[config.mk]
export PLATFORM = sky130hd
export DESIGN_NAME = spi_register_access_master
export DESIGN_NICKNAME = d
export VERILOG_FILES = /design/src/hw/rtl/spi_rm_pkg.sv /design/src/hw/rtl/spi_register_access_master.sv
export SDC_FILE = /design/constraint.sdc
export NUM_CORES = 1
export LEC_CHECK = 0
export ABC_CLOCK_PERIOD_IN_PS = 6300
export BUFFER_PORTS_ARGS = -buffer_cell sky130_fd_sc_hd__buf_2
export CORE_UTILIZATION = 44
export DETAILED_ROUTE_END_ITERATION = 10
export HOLD_SLACK_MARGIN = 0.12
export RECOVER_POWER = 100
export SYNTH_ARGS = -nofsm -noshare
export SYNTH_HDL_FRONTEND = slang
export SYNTH_SLANG_ARGS = --single-unit
[constraint.sdc]
create_clock -name clk -period 6.3 [get_ports clk]
set_input_delay 0.315 -clock clk [delete_from_list [all_inputs] [get_ports clk]]
set_output_delay 0.315 -clock clk [all_outputs]
set_load 0.02 [all_outputs]
[src/hw/rtl/spi_rm_pkg.sv]
// Package for the SPI register access master: command codes, bit stages,
// timing constants and the result record type. No dependencies.
package spi_rm_pkg;

  localparam int CMD_W   = 2;
  localparam int ADDR_W  = 6;
  localparam int DATA_W  = 8;
  localparam int TICK_W  = 4;
  localparam int BIT_W   = 3;

  // Timing per bit and per byte, in ticks
  localparam logic [TICK_W-1:0] LOW_TICKS  = 4'd2;
  localparam logic [TICK_W-1:0] HIGH_TICKS = 4'd2;
  localparam logic [TICK_W-1:0] GAP_TICKS  = 4'd10;

  localparam logic [DATA_W-1:0] READ_FLAG = 8'h80;
  localparam logic [BIT_W-1:0]  LAST_BIT  = 3'd7;

  typedef enum logic [CMD_W-1:0] {
    CMD_IDLE  = 2'd0,
    CMD_WRITE = 2'd1,
    CMD_READ  = 2'd2
  } cmd_t;

  typedef enum logic [2:0] {
    STAGE_LOW  = 3'b001,
    STAGE_HIGH = 3'b010,
    STAGE_GAP  = 3'b100
  } stage_t;

  typedef struct packed {
    logic              cs_n;
    logic              sck;
    logic              mosi;
    logic              busy_res;
    logic [DATA_W-1:0] read_data;
    logic              read_done;
    logic              request_dropped;
  } res_t;

endpackage

[src/hw/rtl/spi_register_access_master.sv]
// SPI mode-0 master for single register reads and writes, one timing tick
// per input transaction. Depends on spi_rm_pkg.
//
//  channel | handshake           | payload
//  --------+---------------------+------------------------------------------
//  input   | in_valid / in_stall | cmd, reg_addr, write_data, miso
//  output  | out_valid/out_stall | cs_n, sck, mosi, busy_res, read_data,
//          |                     | read_done, request_dropped
//
// Each accepted transaction is one tick: the serial engine state advances and
// the pin levels after that tick land in the output register (or the skid
// entry) in the same cycle. One transaction per cycle while in_stall is low.
// A two-entry output stage (output register plus skid) lets input flow on
// into the skid under output stall; in_stall is the skid's full flag.
// Reset (rst, synchronous) idles the engine: cs_n high, sck and mosi low.
module spi_register_access_master (
  input  logic                             clk,
  input  logic                             rst,
  input  logic                             in_valid,
  output logic                             in_stall,
  input  logic [spi_rm_pkg::CMD_W-1:0]     cmd,
  input  logic [spi_rm_pkg::ADDR_W-1:0]    reg_addr,
  input  logic [spi_rm_pkg::DATA_W-1:0]    write_data,
  input  logic                             miso,
  output logic                             out_valid,
  input  logic                             out_stall,
  output logic                             cs_n,
  output logic                             sck,
  output logic                             mosi,
  output logic                             busy_res,
  output logic [spi_rm_pkg::DATA_W-1:0]    read_data,
  output logic                             read_done,
  output logic                             request_dropped
);
  import spi_rm_pkg::*;

  // Engine state
  logic              active, active_next;
  logic              is_read, is_read_next;
  logic              byte_index, byte_index_next;
  logic [BIT_W-1:0]  bit_index, bit_index_next;
  logic [TICK_W-1:0] phase_ticks, phase_ticks_next;
  logic [DATA_W-1:0] tx_shift, tx_shift_next;
  logic [DATA_W-1:0] second_byte, second_byte_next;
  logic [DATA_W-1:0] rx_shift, rx_shift_next;
  logic [DATA_W-1:0] read_hold, read_hold_next;
  logic              cs_q, cs_next;
  logic              sck_q, sck_next;
  logic              mosi_q, mosi_next;
  stage_t            stage, stage_next;

  logic              request;
  logic              dropped;
  logic              done;
  logic [TICK_W-1:0] stage_len;
  logic              accept;
  res_t              res;

  // Output stage
  res_t              out_res;
  res_t              skid_res;
  logic              skid_valid;
  logic              out_load;

  assign in_stall = skid_valid;
  assign accept   = in_valid && !skid_valid;
  assign out_load = !out_valid || !out_stall;

  always_comb begin
    case (cmd_t'(cmd))
      CMD_WRITE, CMD_READ: request = 1'b1;
      default:             request = 1'b0;
    endcase
  end

  always_comb begin
    unique case (stage)
      STAGE_LOW:  stage_len = LOW_TICKS;
      STAGE_HIGH: stage_len = HIGH_TICKS;
      STAGE_GAP:  stage_len = GAP_TICKS;
      default:    stage_len = GAP_TICKS;
    endcase
  end

  // One tick of the engine. enter_low is spelled out where a new bit starts:
  // sck falls, then mosi is driven (address/write byte) or miso is sampled.
  always_comb begin
    logic enter_low;
    enter_low        = 1'b0;
    active_next      = active;
    is_read_next     = is_read;
    byte_index_next  = byte_index;
    bit_index_next   = bit_index;
    phase_ticks_next = phase_ticks;
    tx_shift_next    = tx_shift;
    second_byte_next = second_byte;
    rx_shift_next    = rx_shift;
    read_hold_next   = read_hold;
    cs_next          = cs_q;
    sck_next         = sck_q;
    mosi_next        = mosi_q;
    stage_next       = stage;
    dropped          = 1'b0;
    done             = 1'b0;

    if (!active) begin
      if (request) begin
        active_next     = 1'b1;
        is_read_next    = (cmd_t'(cmd) == CMD_READ);
        byte_index_next = 1'b0;
        bit_index_next  = '0;
        rx_shift_next   = '0;
        if (cmd_t'(cmd) == CMD_READ) begin
          tx_shift_next    = {1'b0, reg_addr, 1'b0} | READ_FLAG;
          second_byte_next = '0;
        end else begin
          tx_shift_next    = {1'b0, reg_addr, 1'b0};
          second_byte_next = write_data;
        end
        cs_next   = 1'b0;
        enter_low = 1'b1;
      end
    end else begin
      dropped = request;
      if (phase_ticks < stage_len) begin
        phase_ticks_next = phase_ticks + TICK_W'(1);
      end else begin
        unique case (stage)
          STAGE_LOW: begin
            stage_next       = STAGE_HIGH;
            phase_ticks_next = 4'd1;
            sck_next         = 1'b1;
            tx_shift_next    = {tx_shift[DATA_W-2:0], 1'b0};
          end
          STAGE_HIGH: begin
            if (bit_index != LAST_BIT) begin
              bit_index_next = bit_index + BIT_W'(1);
              enter_low      = 1'b1;
            end else begin
              stage_next       = STAGE_GAP;
              phase_ticks_next = 4'd1;
              sck_next         = 1'b0;
            end
          end
          default: begin
            if (!byte_index) begin
              // Gap after the address byte: start the second byte
              byte_index_next = 1'b1;
              bit_index_next  = '0;
              tx_shift_next   = second_byte;
              enter_low       = 1'b1;
            end else begin
              // Gap after the last byte: release chip select
              active_next      = 1'b0;
              stage_next       = STAGE_LOW;
              phase_ticks_next = '0;
              bit_index_next   = '0;
              byte_index_next  = 1'b0;
              cs_next          = 1'b1;
              sck_next         = 1'b0;
              if (is_read) begin
                read_hold_next = rx_shift;
                done           = 1'b1;
              end
            end
          end
        endcase
      end
    end

    if (enter_low) begin
      stage_next       = STAGE_LOW;
      phase_ticks_next = 4'd1;
      sck_next         = 1'b0;
      if (byte_index_next && is_read_next) begin
        mosi_next     = 1'b0;
        rx_shift_next = {rx_shift[DATA_W-2:0], miso};
      end else begin
        mosi_next = tx_shift_next[DATA_W-1];
      end
    end
  end

  assign res = '{
    cs_n:            cs_next,
    sck:             sck_next,
    mosi:            mosi_next,
    busy_res:        active_next,
    read_data:       read_hold_next,
    read_done:       done,
    request_dropped: dropped
  };

  always_ff @(posedge clk) begin
    if (rst) begin
      active      <= 1'b0;
      is_read     <= 1'b0;
      byte_index  <= 1'b0;
      bit_index   <= '0;
      phase_ticks <= '0;
      tx_shift    <= '0;
      second_byte <= '0;
      rx_shift    <= '0;
      read_hold   <= '0;
      cs_q        <= 1'b1;
      sck_q       <= 1'b0;
      mosi_q      <= 1'b0;
      stage       <= STAGE_LOW;
    end else if (accept) begin
      active      <= active_next;
      is_read     <= is_read_next;
      byte_index  <= byte_index_next;
      bit_index   <= bit_index_next;
      phase_ticks <= phase_ticks_next;
      tx_shift    <= tx_shift_next;
      second_byte <= second_byte_next;
      rx_shift    <= rx_shift_next;
      read_hold   <= read_hold_next;
      cs_q        <= cs_next;
      sck_q       <= sck_next;
      mosi_q      <= mosi_next;
      stage       <= stage_next;
    end
  end

  // Output register and skid entry
  always_ff @(posedge clk) begin
    if (rst) begin
      out_valid  <= 1'b0;
      skid_valid <= 1'b0;
    end else if (out_load) begin
      if (skid_valid) begin
        out_valid  <= 1'b1;
        skid_valid <= 1'b0;
      end else begin
        out_valid <= accept;
      end
    end else if (accept) begin
      skid_valid <= 1'b1;
    end
  end

  always_ff @(posedge clk) begin
    if (out_load) begin
      if (skid_valid) begin
        out_res <= skid_res;
      end else if (accept) begin
        out_res <= res;
      end
    end else if (accept) begin
      skid_res <= res;
    end
  end

  assign cs_n            = out_res.cs_n;
  assign sck             = out_res.sck;
  assign mosi            = out_res.mosi;
  assign busy_res        = out_res.busy_res;
  assign read_data       = out_res.read_data;
  assign read_done       = out_res.read_done;
  assign request_dropped = out_res.request_dropped;

  // Chip select low exactly while an access is under way
  a_busy_cs: assert property (@(posedge clk) disable iff (rst)
    out_valid |-> (busy_res == !cs_n))
    else $error("busy_res and cs_n disagree");

  // A completed read leaves the bus idle
  a_done_idle: assert property (@(posedge clk) disable iff (rst)
    (out_valid && read_done) |-> (cs_n && !busy_res && !sck))
    else $error("read_done while bus not idle");

  // Serial clock stays low whenever the engine is idle
  a_sck_idle: assert property (@(posedge clk) disable iff (rst)
    !active |-> !sck_q)
    else $error("sck high while idle");

  // Skid entry only fills behind a full output register
  a_skid_order: assert property (@(posedge clk) disable iff (rst)
    skid_valid |-> out_valid)
    else $error("skid holds data with output register empty");

endmodule

==> run_results.csv, run 1 <==
group,metric,value,unit
logic_synthesis,yosysWarnings,0,
status,status,"complete, but fails checks",
route,vias,2648,
logic_synthesis,syn_inst,347,
global_route,grt_overflow,0,
sta,max-slew-margin-rel,-62.71,%
setup_path,crit_cells,8,
hold_path,hold_class,"primary input to flop",
layout,areaGrowthSynthToFinish,8.951,%
logic_synthesis,async_flop_share,0,%
global_route,grt_pass1_vias,2516,
sta,period_needed,4.117,ns
die,die_x,93.23,um
global_route,grt_max_degree,52,
logic_synthesis,synth-seq-cells,78,
die,dieArea,8692,sq um
sta,clock_skew,0.01256,ns
setup_path,crit_chain,"xnor2_1 > nor2_1 > ha_1 > o21a_1 > o21ai_0 > nor4_1 > mux2i_1 > nor2_1",
power,p_per_area,249.1,nW/um^2
sta,finalWorstSetupSlack,2.183,ns
power,vdd_drop_max,111.6,uV
sta,fin_crit_sh,65.35,%
setup_path,crit_path_start,"stage[1]",
setup_path,reg2regPathDepth,8,
route,route.detailed.drc,0,
placement,gp_congestion,0.8975,
cts,root_buffer,"clkbuf_8",
placement,port_buffers,36,
placement,pre_cts_ws,3.083,ns
logic_synthesis,synth_area,3662,sq um
logic_synthesis,postSynthAreaPerCell,10.55,sq um
global_route,antenna_found_initial,0,
setup_path,cpPeakStageDelay,1.97,ns
die,start_util,46.43,%
route,dr.pass1.iters,4,
setup_path,cp_data_required_time,6.50,ns
sta,tightest_slew,2.418,ns
route,first_iter_violations,145,
setup_path,cp-start-kind,"flop",
cts,cts_setup_buffers,0,
layout,nets,401,
logic_synthesis,yosysUniqueCellTypes,53,
route,wl_per_cell,16.02,um
setup_path,regToRegStartpoint,"stage[1]",
layout,layout-drive-gt1-share,14.78,%
cts,h-tree-depth,3,
status,violations,"max-capacitance violations, max-slew violations",
route,viasPerCell,5.505,
global_route,grt.total_usage,19.18,%
die,num_io_pins,37,
run,cap_violations,2,
setup_path,crit_type,"flop to flop",
sta,max_freq,242.9,MHz
cts,clk_pin_slew,0.08,ns
route,final_antenna_net_count,0,
logic_synthesis,seq_area_frac_synth,50.29,%
cts,cts_resized,0,
cts,cts_tree,"yes",
placement,dpl.hpwl,5.229,mm
cts,holdBufCountCts,0,
cts,clockBufferDepth,2,
die,core,7888,sq um
die,rows,32,
logic_synthesis,synthFlopType,"dfxtp_1",
route,drt-total-wl,7.705,mm
sta,hold_slack,0.2710,ns
setup_path,critPathBufInv,0,
setup_path,endpoint,"read_hold[3]",
power,design_power_total,994.0,uW
setup_path,end_kind,"flop",
sta,maxSlewViolCount,9,
logic_synthesis,synth_nets,374,
global_route,grt_pass1_wl,12.81,mm
sta,rsz0062_at_grt,"no",
die,dieHeight,93.23,um
cts,cts_num_sinks,78,
setup_path,path_max_fanout,14,
layout,final_util,50.59,%
sta,final_hold_viol_count,0,
setup_path,crit_top_cell,"nor2_1",
layout,num_antenna_cells,0,
setup_path,regToRegEndpoint,"read_hold[3]",
sta,setup_tns,0,ns
setup_path,r2r_slack,2.18,ns
cts,clock_latency,0.34,ns
setup_path,cpMaxStageDelayCell,"nor4_1",
power,p_leak,0.001401,uW
sta,setup_viol,0,
logic_synthesis,synth-edff-count,28,
setup_path,cp.arrival,4.31,ns
setup_path,cp_top_family,"simple AND/OR/NAND/NOR gates",
cts,cts_made_buffers,9,
## power by group
part           internal (uW)  total (uW)  switching, uW
Sequential               541         555           13.9
Combinational           39.3         112           72.7
Clock                    143         327            184
## sequential cells by signal (all words and copies together) (netlist names), 3 cells and up
name	count
bit_index	3
phase_ticks	4
read_data	8
read_hold	8
rx_shift	8
second_byte	8
skid_res	14
stage	3
tx_shift	8
## metal layers
layer | vias up | GRT usage, % | part of all wire [%]
li1 | 1321 | - | -
met1 | 1255 | 26.31 | 49
met2 | 62 | 29.72 | 46
met3 | 10 | 3.740 | 3.1
met4 | 0 | 7.564 | 1.2
met5 | - | 0 | 0
## synthesized netlist by cell type (2+ instances only)
master | n | area, sq um
a32o_1 | 6 | 60.06
buf_4 | 2 | 15.01
mux2i_1 | 18 | 180.2
nor3b_1 | 9 | 67.56
dfxtp_1 | 50 | 1001
nand2_1 | 19 | 71.32
inv_1 | 4 | 15.01
nand3_1 | 3 | 15.01
a21oi_1 | 30 | 150.1
o211ai_1 | 3 | 22.52
edfxtp_1 | 28 | 840.8
ha_1 | 6 | 75.07
o21a_1 | 2 | 15.01
o21ai_0 | 14 | 70.07
nor2_1 | 33 | 123.9
xor2_1 | 2 | 17.52
a22oi_1 | 7 | 52.55
nand4_1 | 3 | 18.77
nor3_1 | 6 | 30.03
mux2_4 | 2 | 30.03
a211oi_1 | 9 | 67.56
buf_2 | 3 | 15.01
nor2b_1 | 7 | 43.79
clkbuf_1 | 17 | 63.81
or3_1 | 2 | 12.51
mux2_2 | 21 | 236.5
nand2b_1 | 15 | 93.84
## cell type report
type,instances,area [sq um]
repair buffers,39,175.2
inverters,5,18.77
flip-flops and latches,78,1842
well taps,102,127.6
fillers,730,3897
multi-input cells,241,1654
clock buffers,9,123.9
clock inverters,7,48.80
## cells in the final DEF (no fill, tap or decap), drive strengths merged, types with 6 or more instances in the layout
master,n
a21oi,31
a22oi,7
a32o,7
dfxtp,50
edfxtp,28
nand2,19
o21ai,15
clkbuf,27
nor3,8
nor3b,10
mux2,23
a211oi,9
nand2b,15
nor2b,7
nor2,33
mux2i,18
ha,6
buf,21
## stage by stage
stage,cells,instance area [sq um]
floorplan,347,3662
global placement,465,3887
detailed placement,465,3887
CTS,481,4060
global route,481,3990
finish,481,3990
## how the worst min path moves through the flow
stage / startpoint / endpoint / slack [ns] / cells after the start
floorplan: sck_q / sck_q / 0.43 / 2
global placement: sck_q / sck_q / 0.44 / 2
detailed placement: sck_q / sck_q / 0.45 / 2
CTS: out_stall / in_stall / 0.26 / 3
global route: out_stall / in_stall / 0.27 / 3
finish: out_stall / in_stall / 0.27 / 3
## logic make-up after synthesis
family | synth area share [%]
multiplexers | 12.20
AO/OA/AOI/OAI | 14.35
AND/OR/NAND/NOR | 17.01
flip-flops | 50.29
buffers and inverters | 3.382
XOR/XNOR | 0.7176
adder cells (fa/ha/maj) | 2.050
## tightest hold or removal path, delay by kind of cell
family	cells	cell delay, ns
simple gates	2	0.16
buf+inv	1	0.10
(Power assumes the default switching activity.)
==> run 2: changes to the inputs <==
--- a/config.mk
+++ b/config.mk
@@ -5,7 +5,7 @@
 export SDC_FILE = /design/constraint.sdc
 export NUM_CORES = 1
 export LEC_CHECK = 0
-export ABC_CLOCK_PERIOD_IN_PS = 6300
+export ABC_CLOCK_PERIOD_IN_PS = 3350
 export BUFFER_PORTS_ARGS = -buffer_cell sky130_fd_sc_hd__buf_2
 export CORE_UTILIZATION = 44
 export DETAILED_ROUTE_END_ITERATION = 10
==> constraint.sdc (replaced) <==
create_clock -name clk -period 3.35 [get_ports clk]
set_input_delay 0.1675 -clock clk [delete_from_list [all_inputs] [get_ports clk]]
set_output_delay 0.1675 -clock clk [all_outputs]
set_load 0.02 [all_outputs]
==> run 2 against run 1 <==
The flow now finishes without violations; sequential power up 87%; global-route usage about the same; die area unchanged; fmax up 41%; sequential share of layout area shrank 1.6 points; critical path type unchanged; largest power group unchanged.
==> run_results.csv, run 2 (synthesis results as in run 1) <==
group,metric,value,unit
layout,areaGrowthSynthToFinish,12.74,%
power,p_leak,0.001476,uW
global_route,grt_max_degree,52,
layout,n_fill_cell,733,
die,num_io_pins,37,
power,p_per_area,512.7,nW/um^2
route,drt-total-wl,7.714,mm
global_route,antenna_found_initial,0,
placement,placed_cell_area,3940,sq um
cts,clockBufferDepth,2,
cts,h-tree-depth,3,
sta,period_needed,2.923,ns
run,cap_violations,0,
die,core,7888,sq um
sta,maxSlewViolCount,0,
global_route,grt_pass1_vias,2563,
route,first_iter_violations,142,
sta,setup_tns,0,ns
setup_path,cp-start-kind,"flop",
route,route.detailed.drc,0,
sta,max-slew-margin-rel,36.51,%
cts,holdBufCountCts,0,
die,die_x,93.23,um
cts,cts_setup_buffers,0,
cts,cts_resized,0,
global_route,grt_util_met1,25.79,%
layout,layout_commonest_cell,"dfxtp_1",
global_route,use_met3,4.472,%
die,dieArea,8692,sq um
setup_path,r2r_slack,0.43,ns
sta,clock_skew,0.01138,ns
global_route,grt_busiest_layer,"met2",
setup_path,path_max_fanout,14,
route,vias,2644,
setup_path,cpPeakStageDelay,0.60,ns
die,start_util,46.43,%
route,viasPerCell,5.418,
setup_path,cp_data_required_time,3.45,ns
placement,pre_cts_ws,0.4758,ns
layout,layout-drive-gt1-share,17.62,%
sta,setup_viol,0,
setup_path,cp.arrival,3.02,ns
sta,rsz0062_at_grt,"no",
layout,largest_register_ffs,14,
power,vdd_drop_max,225.5,uV
layout,num_antenna_cells,0,
setup_path,crit_type,"flop to flop",
cts,root_buffer,"clkbuf_8",
die,rows,32,
layout,final_area,4129,sq um
route,final_antenna_net_count,0,
layout,layout_common_cells,"dfxtp_1, nor2_1, a21oi_1, edfxtp_1",
route,wl_per_cell,15.81,um
sta,final_hold_viol_count,0,
sta,finalWorstSetupSlack,0.4270,ns
route,dr.pass1.iters,5,
global_route,grt_overflow,0,
cts,clk_pin_slew,0.08,ns
layout,nets,408,
hold_path,hold_class,"primary input to flop",
layout,regMostFlops,"skid_res",
cts,clock_latency,0.35,ns
placement,dpl.hpwl,5.143,mm
global_route,grt_pass1_wl,12.78,mm
sta,max_freq,342.1,MHz
status,status,"finished clean",
setup_path,end_kind,"flop",
cts,cts_num_sinks,78,
global_route,grt.total_usage,19.14,%
cts,cts_made_buffers,9,
global_route,gr-usage-met2,30.64,%
placement,port_buffers,36,
setup_path,crit_chain,"xnor2_1 > nor2_1 > ha_1 > o21a_1 > o21ai_1 > nor3_2 > buf_4 > mux2_1 > mux2_2",
sta,fin_crit_sh,87.25,%
cts,cts_tree,"yes",
die,dieHeight,93.23,um
placement,gp_congestion,0.8459,
setup_path,cpMaxStageDelayCell,"dfxtp_1",
sta,tightest_slew,0.9523,ns
-- run 2: critical path, delay by kind of cell, from the launching register on --
family / cells / cell delay, ns
adder cells (fa/ha/maj): 1 / 0.31
XOR/XNOR: 1 / 0.19
AND/OR/NAND/NOR: 2 / 0.18
flip-flops: 1 / 0.60
AO/OA/AOI/OAI: 2 / 0.61
multiplexers: 2 / 0.59
buffers and inverters: 1 / 0.20
-- run 2: per-stage QoR --
step                      hold slack, ns  util [%]  instances  power [uW]
after global placement            0.4471     49.95        472        1287
after CTS                         0.1295     53.03        488        2140
after detailed placement          0.4546     49.95        472        1291
final                             0.1504     52.35        488        2117
after floorplan                   0.3463         -        347        1221
after global routing              0.1525     52.35        488        2205
-- run 2: path summary, 6_finish.rpt --
| kind | from | endpoint | depth (start not counted) |
|---|---|---|---|
| setup / recovery | stage[1] | read_data[0] | 9 |
| hold / removal | out_stall | in_stall | 3 |
| setup reg to reg | stage[1] | read_data[0] | 9 |
| hold reg to reg | sck_q | sck_q | 2 |
-- run 2: where the power goes --
part	switching (uW)	total (uW)	internal (uW)
Clock	356	854	498
Combinational	141	220	78.5
Sequential	25.3	1040	1020
-- run 2: layout make-up --
type | count | area [sq um] | share of cell area (%)
multi-input cells | 241 | 1678 | 40.64
repair buffers | 46 | 220.2 | 5.333
flip-flops and latches | 78 | 1842 | 44.61
clock inverters | 7 | 118.9 | 2.879
well taps | 102 | 127.6 | 3.091
clock buffers | 9 | 123.9 | 3.000
inverters | 5 | 18.77 | 0.4545
-- run 2: metal layers --
metal / vias to the layer above / part of all wire (%) / wire (um)
met5: - / 0 / 0
met4: 0 / 0.82 / 63
met3: 6 / 3.6 / 281
met2: 53 / 46 / 3527
met1: 1245 / 50 / 3841
li1: 1340 / - / -
